### config.mk
export PLATFORM = sky130hd
export DESIGN_NAME = cmv_div
export DESIGN_NICKNAME = d
export VERILOG_FILES = /design/src/rtl/cmv_div.sv
export SDC_FILE = /design/constraint.sdc
export NUM_CORES = 2
export LEC_CHECK = 0
export BUFFER_PORTS_ARGS = -buffer_cell sky130_fd_sc_hd__buf_2
export CORE_MARGIN = 5
export CORE_UTILIZATION = 55
export CTS_CLUSTER_SIZE = 24
export DETAILED_ROUTE_END_ITERATION = 16
export PLACE_DENSITY = 0.81
export SLEW_MARGIN = 20
export SYNTH_ARGS = -nofsm -noshare
export SYNTH_HDL_FRONTEND = slang
export SYNTH_SLANG_ARGS = --single-unit
### constraint.sdc
create_clock -name clk -period 3.1 [get_ports clk]
set_input_delay 0.62 -clock clk [delete_from_list [all_inputs] [get_ports clk]]
set_output_delay 0.62 -clock clk [all_outputs]
set_load 0.05 [all_outputs]
### src/rtl/cmv_div.sv
// Pipelined restoring divider, one quotient bit per stage.
`timescale 1ns / 1ps

module cmv_div #(
  parameter int QW = 31,
  parameter int DW = 11
) (
  input  logic             clk,
  input  logic [QW+DW-1:0] num,   // top DW bits must be below den
  input  logic [DW-1:0]    den,
  output logic [QW-1:0]    quo
);

  logic [DW-1:0] rem_r [QW];
  logic [QW-1:0] low_r [QW];
  logic [DW-1:0] den_r [QW];
  logic [QW-1:0] quo_r [QW+1];

  always_ff @(posedge clk) begin
    rem_r[0] <= num[QW+DW-1:QW];
    low_r[0] <= num[QW-1:0];
    den_r[0] <= den;
    quo_r[0] <= '0;
  end

  for (genvar g = 0; g < QW; g++) begin : g_stage
    logic [DW:0] trial;
    logic        ge;
    assign trial = {rem_r[g], low_r[g][QW-1]};
    assign ge    = trial >= {1'b0, den_r[g]};

    always_ff @(posedge clk) begin
      quo_r[g+1] <= {quo_r[g][QW-2:0], ge};
    end

    if (g < QW-1) begin : g_carry
      always_ff @(posedge clk) begin
        rem_r[g+1] <= ge ? DW'(trial - {1'b0, den_r[g]}) : DW'(trial);
        low_r[g+1] <= low_r[g] << 1;
        den_r[g+1] <= den_r[g];
      end
    end
  end

  assign quo = quo_r[QW];

endmodule

=== After elaboration in Yosys (flattened, before gate mapping) ===
Memories as Yosys holds them, arrays and structs flattened.
Cells that the tools add are included.

* Add/sub/neg operators: 30
* Magnitude comparators: 31
* Muxes and demuxes: 30

{| class="wikitable"
|+ Operators by type and width
! cell !! count
|-
| >= comparator 12 x 11 -> 1 bit || 31
|-
| 2-to-1 mux 11 bit || 30
|-
| subtractor 11 bit || 30
|}

* Register bits after elaboration: 0
* Memory bits (writable): 2635
* Output and inout bits: 31
* Word-level logic and storage cells: 95
* Memories: 4

{| class="wikitable"
|+ Memory list
! name !! depth !! bits a word !! read ports !! clocked after memory_dff !! wr ports !! line !! source
|-
| quo_r || 32 || 31 || 32 || 0 || 32 || 17 || <nowiki>logic [QW-1:0] quo_r [QW+1];</nowiki>
|-
| low_r || 31 || 31 || 31 || 0 || 31 || 15 || <nowiki>logic [QW-1:0] low_r [QW];</nowiki>
|-
| den_r || 31 || 11 || 31 || 0 || 31 || 16 || <nowiki>logic [DW-1:0] den_r [QW];</nowiki>
|-
| rem_r || 31 || 11 || 31 || 0 || 31 || 14 || <nowiki>logic [DW-1:0] rem_r [QW];</nowiki>
|}

=== Logic depth before layout (Yosys ltp) ===
An unclocked memory read counts as a cell.

* Word-level depth: 3
* Depth in mapped cells: 9
* Mapped depth without buffers: 8

=== Worst setup path before layout ===
OpenSTA, ideal clock, no wires.

* Path type: flip-flop to flip-flop
* From: mem low_r[10][30], in the netlist low_r[0][340]
* To: mem rem_r[11][3], in the netlist rem_r[0][124]
* Setup time: 0.121 ns
* Arrival: 1.979 ns
* Path slack: 1.000 ns
* Stages on the path, launching flop included: 10
* Cells stage by stage: dfxtp_1 > inv_1 > ha_1 > fa_1 > nand2b_1 > a21oi_1 > o21ai_0 > nand3_1 > buf_4 > mux2_2

{| class="wikitable"
|+ RTL lines
! item !! line
|-
| start, declared || 15
|-
| end, declared || 14
|}

==> results list <==
- Wire length of the first global-routing pass: 156300 um
- In the synthesized netlist, mux cells make up 6.861% of the area.
- Multi-input gate area in the final layout: 20200 sq um
- Clk_lat worst skew: 0.75 ns
- Library cell contributing the largest single delay on the critical path: nand3_1
* Main combinational cell family by area after synthesis: compound AO/OA/AOI/OAI gates
* Number of buffers and inverters on the critical path: 1
* Number of setup violations in the final report: 0
* Maximum operating frequency: between 300 and 400 MHz
* Worst hold margin: 0.3098 ns
* Post-Syn Area per Cell: 11.63 sq um
* Top-area cell type share of the netlist area: 59.72%
* Max clock buf depth: 3
* Ys async rst share: 0%
- For this run, the leading register cell type out of synthesis is dfxtp_1.
* Post-detailed-route wirelength per cell: between 10 and 15 um
- Category of the worst setup path capture point: flip-flop
- Number of I/O pins: between 80 and 90
* Worst slew pin tran: 0.7954 ns
- In the final layout, flip-flops and latches occupy 33510 sq um.
* Overall die height: roughly 330 um
- Floorplan row count: 117
- Power per cell area: 1182 nW/um^2
* CTS clock-pin slew for the worst setup and hold paths: 0.06 ns
- R2R Setup Slk: 0.54 ns
* Max-slew violation total from the final report: 0
* Complex-gate fraction of the synthesized area: under 10%
* Flop and latch count out of synthesis: 1674
- Cells fill 62.96% of the core in the end.
* Setup repair after global routing missed its margin: false
- The routed layout has 33490 vias.
- Startpoint of the worst register-to-register path: low_r[1][154]
- The number of hold violations in the final report was 0.
* Drt first-iter violations: 1671
* Maximum number of pins on one net before global-route repair: 17
- Sequential cell area fraction in the yosys report: approximately 60%
- Worst min path class: reg -> reg
* Series of cell instances along the critical path: inv_1 > ha_1 > fa_1 > nand2b_1 > a21oi_1 > o21ai_1 > nand3_1 > mux2_2
- From left edge to right edge, the die measures 329.4 um.
- The mapped netlist covers about 56000 sq um.
- The cell sitting at the root of the clock tree is a clkbuf_16.
* Maximum fanout along the worst path: 12
* Post-synthesis share of cell area spent on and, or, nand and nor gates: 8.330%
- Final HPWL DP: roughly 66000 um
- End point of the worst hold path: low_r[0][180]
- CTS tree: built
- The synthesized netlist contains 60 unique library cells.
- The clock tree synthesis step divided the H-tree into 4 levels.
- Drt drc: 0
* Kind of start point of the critical path: flip-flop
* Count of inserted antenna diode cells: 0
- Data on the critical path arrives at its endpoint at roughly 3.2 ns.
- Largest cells by area after synthesis: dfxtp_1, ha_1, mux2_2
* Number of synthesis warnings: 0
* Sum of negative setup slack: 0 ns
* Via-per-instance ratio: approximately 5.1
* I/O Buffers: 84
- Worst Reg2Reg Path Length in Cells: 8
- Of the total synthesized cell area, the portion taken by XOR and XNOR cells is 2.310%.
- The clock period could shrink to 2.561 ns.
- The floorplan step defined a die boundary enclosing 108500 sq um.
- Synthesis produced a netlist with a net count of 5250.
* Residual antenna-violating net count after detailed routing: 0
* Dominant delay contributor by cell family on the critical path: simple AND/OR/NAND/NOR gates
- Max-cap check violation count: 0
- In this run the critical register-to-register path is captured at rem_r[1][65].
* Outcome: finished clean
- In this run, synthesis inferred 0 flip-flops with an integrated enable.
- Summed over all cells, the static leakage comes to 0.02793 uW.
- Library cell occupying the most area in the post-synthesis netlist: dfxtp_1
* Core region area: between 100000 and 150000 sq um
- Most repeated cell in the gate-level netlist after synthesis: dfxtp_1
- Number of iterations in the first detailed-routing pass: 5
- The number of antenna violations at the first check in global routing is 1.
* Synthesized instance count: 4825
- Total Power Consumption: 75630 uW
- Total clock buffers created by CTS: 161
- Headroom to the max-slew limit came out at 46.82%.
- Total of cells resized after clock tree synthesis: 0
- Top cell types by occurrence after synthesis: dfxtp_1, inv_1, ha_1
* # nets final: about 5500
* Routability cong.: 0.8752
* Clock sink total: 1674
- Wires add up to 92670 um.
* Fill cell total of the finished layout: 7864
- Tcrit/Tclk final: between 80 and 90%
- Layout Skew: 0.02331 ns
* Vias in the first global route: 33020
- Setup Crit Path Kind: reg -> reg
* Total stage count of the critical path: 8
- VDD sags by at most 735.1 uV.
- Once the floorplan was initialized, standard cells occupied 55.24% of the core.
- On the worst path, the slowest cell contributes a delay of around 0.53 ns.
* Layout cell share with drive strength beyond 1: 13.02%
* Start point of the worst hold path: low_r[0][148]
- For the worst setup path, the data required time is between 3 and 4 ns.
- Summing the areas of all fa, ha and maj instances in the mapped netlist gives 8.673% of the synthesized area.
* Global-route congestion overflow total: 0
* Area growth syn-to-layout: 13.99%
- The worst hold path was traced through 0 stages.
- Global-route total usage across every layer: about 17%
## worst max-delay path by stage
stage	slack, ns	endpoint	startpoint
detailed placement	0.55	rem_r[1][65]	low_r[1][154]
global placement	0.63	rem_r[1][65]	low_r[1][154]
finish	0.54	rem_r[1][65]	low_r[1][154]
CTS	0.53	rem_r[1][65]	low_r[1][154]
global route	0.38	rem_r[0][30]	low_r[0][61]
floorplan	1.00	rem_r[0][124]	low_r[0][340]
## layout by cell type, fill, tap and decap left out, types with 30 or more instances in the layout
cell type | Yosys | layout
buf_2 | 12 | 84
ha_1 | 341 | 341
inv_1 | 478 | 478
o21a_1 | 165 | 165
nor3_1 | 114 | 114
o21ai_0 | 118 | 118
mux2i_1 | 85 | 85
dlygate4sd3_1 | 0 | 53
or3_1 | 30 | 30
nand2b_1 | 72 | 72
nand4_1 | 35 | 35
nand2_1 | 84 | 84
nand3_1 | 78 | 78
clkbuf_16 | 0 | 162
o211ai_1 | 34 | 34
mux2_2 | 257 | 257
and4_1 | 48 | 48
dfxtp_1 | 1674 | 1674
a211oi_1 | 79 | 79
xnor2_1 | 132 | 132
nor2b_1 | 69 | 69
a21oi_1 | 154 | 154
fa_1 | 30 | 30
nor2_1 | 310 | 310
o21ai_1 | 39 | 39
## timing repair
item	CTS	global route
hold buffers	53	0
hold endpoints to repair	53	0
buffers inserted	0	0
## layout make-up
| cell class | instances | area share [%] |
|---|---|---|
| clock inverter | 86 | 1.995 |
| multi-input combinational | 2596 | 31.58 |
| tap | 1368 | 2.676 |
| sequential | 1674 | 52.39 |
| timing repair buffer | 137 | 1.487 |
| inverter | 478 | 2.805 |
| clock buffer | 212 | 7.069 |
## stage by stage
stage / cell area, sq um / worst slack [ns] / instances
CTS: 63970 / 0.5323 / 6551
global route: 63970 / 0.3836 / 6551
detailed placement: 57640 / 0.5460 / 6200
global placement: 57640 / 0.6269 / 6200
floorplan: 56120 / 1.000 / 4825
finish: 63970 / 0.5394 / 6551
## logic make-up after synthesis
| logic type | after synthesis |
|---|---|
| DFF | 1674 |
| and+or+nand+nor | 918 |
| AOI/OAI and AO/OA | 810 |
| buffers and inverters | 555 |
| adders and majority gates | 371 |
| muxes | 349 |
| xor gates and xnor gates | 148 |
## power by group
part | internal (uW) | total (uW) | switching (uW)
registers | 27300 | 29600 | 2240
logic | 12300 | 25500 | 13200
clock network | 12400 | 20600 | 8130
total | 52000 | 75600 | 23600
## layer usage
metal,share of wire (%),GRT usage [%],vias up
li1,-,-,17070
met1,45,21.60,15480
met2,48,29.20,727
met3,4.7,3.352,219
met4,3.0,6.328,0
met5,0,0,-
## worst reg2reg max path: cells and delay by family, from the launching register on
kind,cells,cell delay [ns]
AOI/OAI and AO/OA,2,0.32
muxes,1,0.41
adders and majority gates,2,0.63
DFF,1,0.31
buffers and inverters,1,0.05
and+or+nand+nor,2,0.72
## registers in the layout, indices dropped and copies added, names as in the netlist
name	count
den_r	341
quo_r	496
rem_r	341
low_r	496
Note: power is estimated with default switching activity, not from simulation.
