==> src/rtl/cmv_pkg.sv <==
// Shared constants, codes and helper functions for the cylinder mesh vertex generator.
`timescale 1ns / 1ps

package cmv_pkg;

  // Request kinds.
  localparam logic [1:0] REQ_TOP    = 2'd0;
  localparam logic [1:0] REQ_BOTTOM = 2'd1;
  localparam logic [1:0] REQ_SIDE   = 2'd2;
  localparam logic [1:0] REQ_NONE   = 2'd3;

  // Configuration register indexes.
  localparam int CFG_IDX_W = 4;
  localparam logic [CFG_IDX_W-1:0] CFG_RADIUS  = 4'd0;
  localparam logic [CFG_IDX_W-1:0] CFG_HEIGHT  = 4'd1;
  localparam logic [CFG_IDX_W-1:0] CFG_SIDES   = 4'd2;
  localparam logic [CFG_IDX_W-1:0] CFG_SEGMENTS = 4'd3;

  // Divider geometry: quotient bits and divisor bits.
  localparam int DIV_QW = 31;
  localparam int DIV_DW = 11;

  // CORDIC geometry, Q2.30 values carried in CW bits.
  localparam int CORDIC_ITER = 16;
  localparam int CW = 34;
  localparam logic signed [CW-1:0] GAIN_Q30 = 34'sd652032874;
  localparam logic [30:0] HALF_PI_Q30 = 31'd1686629713;

  function automatic logic signed [CW-1:0] atan_q30(input int unsigned i);
    logic signed [CW-1:0] a;
    case (i)
      0:  a = 34'sd843314856;
      1:  a = 34'sd497837829;
      2:  a = 34'sd263043836;
      3:  a = 34'sd133525158;
      4:  a = 34'sd67021686;
      5:  a = 34'sd33543515;
      6:  a = 34'sd16775850;
      7:  a = 34'sd8388437;
      8:  a = 34'sd4194282;
      9:  a = 34'sd2097149;
      10: a = 34'sd1048575;
      11: a = 34'sd524287;
      12: a = 34'sd262143;
      13: a = 34'sd131071;
      14: a = 34'sd65535;
      15: a = 34'sd32767;
      default: a = '0;
    endcase
    return a;
  endfunction

endpackage

==> src/rtl/cmv_cordic.sv <==
// Pipelined rotation-mode CORDIC giving cos and sin in Q2.30, one iteration per stage.
`timescale 1ns / 1ps

module cmv_cordic (
  input  logic                           clk,
  input  logic signed [cmv_pkg::CW-1:0] z_in,
  output logic signed [cmv_pkg::CW-1:0] x_out,
  output logic signed [cmv_pkg::CW-1:0] y_out
);

  localparam int N = cmv_pkg::CORDIC_ITER;

  logic signed [cmv_pkg::CW-1:0] x_r [N+1];
  logic signed [cmv_pkg::CW-1:0] y_r [N+1];
  logic signed [cmv_pkg::CW-1:0] z_r [N];

  always_ff @(posedge clk) begin
    x_r[0] <= cmv_pkg::GAIN_Q30;
    y_r[0] <= '0;
    z_r[0] <= z_in;
  end

  for (genvar g = 0; g < N; g++) begin : g_iter
    logic signed [cmv_pkg::CW-1:0] dx;
    logic signed [cmv_pkg::CW-1:0] dy;
    logic                          pos;
    assign dx  = y_r[g] >>> g;
    assign dy  = x_r[g] >>> g;
    assign pos = !z_r[g][cmv_pkg::CW-1];

    always_ff @(posedge clk) begin
      x_r[g+1] <= pos ? x_r[g] - dx : x_r[g] + dx;
      y_r[g+1] <= pos ? y_r[g] + dy : y_r[g] - dy;
    end

    if (g < N-1) begin : g_angle
      always_ff @(posedge clk) begin
        z_r[g+1] <= pos ? z_r[g] - cmv_pkg::atan_q30(g) : z_r[g] + cmv_pkg::atan_q30(g);
      end
    end
  end

  assign x_out = x_r[N];
  assign y_out = y_r[N];

endmodule

==> config.mk <==
export PLATFORM = sky130hd
export DESIGN_NAME = cmv_cordic
export DESIGN_NICKNAME = d
export VERILOG_FILES = /design/src/rtl/cmv_pkg.sv /design/src/rtl/cmv_cordic.sv
export SDC_FILE = /design/constraint.sdc
export NUM_CORES = 2
export LEC_CHECK = 0
export BUFFER_PORTS_ARGS = -buffer_cell sky130_fd_sc_hd__buf_4
export CAP_MARGIN = 20
export CORE_MARGIN = 4
export CORE_UTILIZATION = 25
export CTS_BUF_LIST = sky130_fd_sc_hd__clkbuf_16
export DETAILED_ROUTE_END_ITERATION = 8
export MAX_ROUTING_LAYER = met4
export PLACE_DENSITY_LB_ADDON = 0.12
export SLEW_MARGIN = 20
export SYNTH_ARGS = -nofsm -noshare
export SYNTH_HDL_FRONTEND = slang
export SYNTH_SLANG_ARGS = --single-unit
==> constraint.sdc <==
create_clock -name clk -period 6.6 [get_ports clk]
set_input_delay 0.66 -clock clk [delete_from_list [all_inputs] [get_ports clk]]
set_output_delay 0.66 -clock clk [all_outputs]
set_load 0.1 [all_outputs]
== Yosys cells after proc, flatten, opt, wreduce, memory -nomap -nowiden ==
Memories as Yosys holds them, arrays and structs flattened.
Cells that the tools add are included.
Word-level totals
  bits in registers: 0
  memory bits (writable): 1700
  output and inout bits: 68
  memories kept: 3
Memories
  x_r: words 17, bits a word 34, rd ports 17, clocked after Yosys merged registers in 0, write ports 17, line cmv_cordic.sv:13  | logic signed [cmv_pkg::CW-1:0] x_r [N+1];
  y_r: words 17, bits a word 34, rd ports 17, clocked after Yosys merged registers in 0, write ports 17, line cmv_cordic.sv:14  | logic signed [cmv_pkg::CW-1:0] y_r [N+1];
  z_r: words 16, bits a word 34, rd ports 16, clocked after Yosys merged registers in 0, write ports 16, line cmv_cordic.sv:15  | logic signed [cmv_pkg::CW-1:0] z_r [N];
Operators by class
  add/subtract/negate cells: 93
  multiplexer cells: 47
Operators with widths (number)
  34-bit two-way mux: 47
  34-bit by 19-bit adder with 34-bit output: 2
  34-bit by 20-bit adder with 34-bit output: 2
  34-bit by 21-bit adder with 34-bit output: 2
  34-bit by 22-bit adder with 34-bit output: 2
  34-bit by 23-bit adder with 34-bit output: 2
  34-bit by 24-bit adder with 34-bit output: 2
  34-bit by 25-bit adder with 34-bit output: 2
  34-bit by 26-bit adder with 34-bit output: 2
  34-bit by 27-bit adder with 34-bit output: 2
  34-bit by 28-bit adder with 34-bit output: 2
  34-bit by 29-bit adder with 34-bit output: 2
  34-bit by 30-bit adder with 34-bit output: 2
  34-bit by 31-bit adder with 34-bit output: 2
  34-bit by 32-bit adder with 34-bit output: 2
  34-bit by 33-bit adder with 34-bit output: 2
  34-bit by 19-bit subtractor with 34-bit output: 2
  34-bit by 20-bit subtractor with 34-bit output: 2
  34-bit by 21-bit subtractor with 34-bit output: 2
  34-bit by 22-bit subtractor with 34-bit output: 2
  34-bit by 23-bit subtractor with 34-bit output: 2
  34-bit by 24-bit subtractor with 34-bit output: 2
  34-bit by 25-bit subtractor with 34-bit output: 2
  34-bit by 26-bit subtractor with 34-bit output: 2
  39 further kinds: 47

== Depth between registers and ports, before layout ==
  depth in word-level cells: 2
  mapped depth: 22
  mapped depth without buffers: 21

== Worst setup path after synthesis ==
Ideal clock, no wire load.
  kind: register to register
  from: memory z_r[9][33] (netlist bit)
  to: memory x_r[1][100] (netlist bit)
  arrival: 4.551 ns
  data required time: 6.477 ns
  setup slack: 1.926 ns
  cell stages (with the launch flop): 16
  path buffers: 2
  clock period less this slack: 4.674 ns
  path through: dfxtp_1 clkbuf_1 clkbuf_1 mux2_2 fa_1 a21o_1 a21oi_2 nor2b_1 o41a_1 a221o_1 a31o_1 a41o_1 a311o_1 a31oi_1 o21ai_1 xor2_1
RTL lines (line)
  start, declared: cmv_cordic.sv:15
  end, declared: cmv_cordic.sv:13

==> impl_metrics.yaml <==
logic_synthesis:
  synth_edf_count: 0
  avgSynthCellArea_um2: 8.43
  ys_seq_elements: 1506
  synth_ff_type: "dfxtp_1"
  seq_area_frac_synth_pct: 27.1
  synthArstFlopShare_pct: 0
  syn_inst: 13200
  synth_nets: 14700
  yosysUniqueCellTypes: 93
  ys_warn_count: 0
  synth_area_um2: 111000
clocking:
  clockRootBuffer: "clkbuf_16"
  cts.clk_slew.worst_paths_ns: 0.06
  cts.path.max_buffers: 4
  clock_latency_ns: 0.92
  cts_made_buffers: 199
  clock_sinks: 1506
  cts_tree: "built"
  htreeDepth: 4
  cts_setup_buffers: 0
routing:
  wl_mm: 345
  dr.pass1.iters: 6
  wl_per_cell_um: 17.7
  vias: 91800
  avgViaCountPerCell: 4.71
  drt_iter0_markers: 4336
  post-route-drc-count: 0
  ant_nets: 0
critical_path:
  critPathRequiredTime_ns: 7.44
  regToRegSetupSlack_ns: 1.26
  path_class: "flip-flop to flip-flop"
  crit_fanout: 8
  start_kind: "flip-flop"
  slowest_delay_ns: 0.55
  r2r-start: "x_r[1][253]$_DFF_P_"
  end_kind: "flip-flop"
  path_delay_family: "compound AO/OA/AOI/OAI gates"
  cp_cell_sequence: "inv_1 > ha_1 > nand2b_1 > or4_1 > or2_2 > nor3_1 > a31oi_1 > xnor2_1 > ha_1 > a21o_1 > a21o_1 > a21o_1 > a21o_1 > a221oi_1 > o31a_1 > a31oi_1 > a221o_1 > a21oi_1 > xnor2_1"
  crit_buf_inv: 1
  path_common_cell: "a21o_1"
  cp-startpoint: "x_r[1][253]$_DFF_P_"
  crit_arrival_ns: 6.18
  crit_slowest_cell: "nor3_1"
hold_path:
  min_path_type: "flip-flop to flip-flop"
  hp-start: "z_r[8][0]$_DFF_P_"
timing:
  post-route-period-util_pct: 81.0
  hold_viol_final: 0
  tightestPinTransition_ns: 1.21
  rsz0062_at_grt: "false"
  final.min_clock_period_ns: 5.34
  timing.fmax_ghz: 0.187
  layout_setup_ws_ns: 1.26
  setup_viol: 0
  max_slew_margin_pct: 18.8
  setup_tns_ns: 0
  clock_skew_ns: 0.0626
  maxSlewViolCount: 0
floorplanning:
  start_util_pct: 25.2
  fp.dieH_um: 675
  die_w_um: 675
  core_area_um2: 442000
  dieArea_um2: 456000
  row_count: 244
  io_pins: 103
global_route:
  grt_max_degree: 62
  grt_pass1_wl_mm: 541
  antenna_found_initial: 6
  grt_usage_pct: 15.2
  grt_pass1_vias: 91600
  grt_overflow_total: 0
placed_design:
  port_buffers: 102
  post-place-ws_ns: 1.21
  dpl.hpwl_mm: 283
  gp_congestion: 0.834
finish:
  nNetsFinal: 14900
  area_growth_pct: 13.4
  drive_gt1_share_pct: 4.67
  utilization_pct: 28.5
status:
  status: "completed"
run:
  cap_violations: 0
-- area by class of cell --
| type | instances | area, µm² |
|---|---|---|
| Fill cell | 47800 | 316000 |
| Multi-Input combinational cell | 10900 | 78200 |
| Sequential cell | 1506 | 30200 |
| Tap cell | 5904 | 7390 |
| Clock buffer | 200 | 5000 |
| Inverter | 593 | 2230 |
| Timing Repair Buffer | 201 | 1600 |
| Clock inverter | 167 | 1590 |
| Antenna cell | 4 | 10.0 |
-- metal layers --
layer,vias up,GRT usage (%),share of wire [%]
met5,-,-,0
met4,0,3.01,1.9
met3,353,1.32,2.3
met2,961,27.0,50
met1,42600,18.7,46
li1,47900,-,-
-- worst register-to-register path: cells and delay by family (launching register included) --
family                   cells  cell delay (ns)
AO/OA/AOI/OAI               10             2.56
AND/OR/NAND/NOR              4             1.34
adder cells (fa/ha/maj)      2             0.55
XOR/XNOR                     2             0.37
flip-flops                   1             0.36
buffers and inverters        1             0.08
-- synth_stat cells, types with 67 or more instances --
cell type,n,area share [%]
a21o_1,715,4.8
inv_1,591,2.0
nor2b_1,220,1.2
mux2i_1,67,0.60
a31oi_1,157,0.88
ha_1,1431,16
xor2_1,614,4.8
o21ai_0,653,2.9
a21oi_1,1525,6.9
nor2_1,1145,3.9
o21a_1,220,1.5
nor3_1,355,1.6
or3_1,68,0.38
xnor2_1,1202,9.5
nand2_1,613,2.1
nand2b_1,241,1.4
nand4_1,70,0.39
nand3_1,219,0.99
and2_1,73,0.41
dfxtp_1,1506,27
a211oi_1,108,0.73
nor4_1,85,0.48
clkbuf_1,151,0.51
o21bai_1,166,1.1
and3_1,133,0.75
-- path summary, 6_finish.rpt --
kind	cells past startpoint	to
max	19	y_r[16][33]$_DFF_P_
min	0	z_r[9][0]$_DFF_P_
max reg2reg	19	y_r[16][33]$_DFF_P_
min reg2reg	0	z_r[9][0]$_DFF_P_
-- state kept, by name, summed over array words and instances, names as in the netlist --
register,flops
x_r,484
z_r,511
y_r,511
-- cell usage in the layout, fill, tap and decap left out, types with 241 or more instances in the layout --
cell,instances
a21oi_1,1525
dfxtp_1,1492
ha_1,1431
nor2_1,1145
xnor2_1,1202
inv_1,623
nor3_1,355
a21o_1,715
nand2b_1,241
o21ai_0,653
nand2_1,613
xor2_1,614
-- timing repair --
action	4_1_cts	5_1_grt
hold buffers	34	0
gates resized for setup	0	0
endpoints found under the hold margin	34	0
-- kinds of logic (layout without fill, tap and decap cells) --
logic type,Yosys count,after routing,synth area share [%]
compound gates,4101,4101,23.1
xor+xnor,1817,1817,14.3
fa+ha+maj,1475,1475,16.9
buf+inv,769,1161,2.59
flops,1506,1506,27.1
mux,124,124,1.18
other cells,0,4,0
simple gates,3406,3406,14.8
-- per-stage QoR --
step                      cell area, µm²  cells  hold WS (ns)
after floorplan                   111000  13200         0.310
after detailed placement          119000  19100         0.315
after global placement            119000  19100         0.313
after CTS                         126000  19500         0.270
final                             126000  19500         0.327
after global routing              126000  19500         0.337
Power is left out: the tool's default activity adds up to more than one toggle a clock period on the data nets, which glitch-free logic cannot reach.
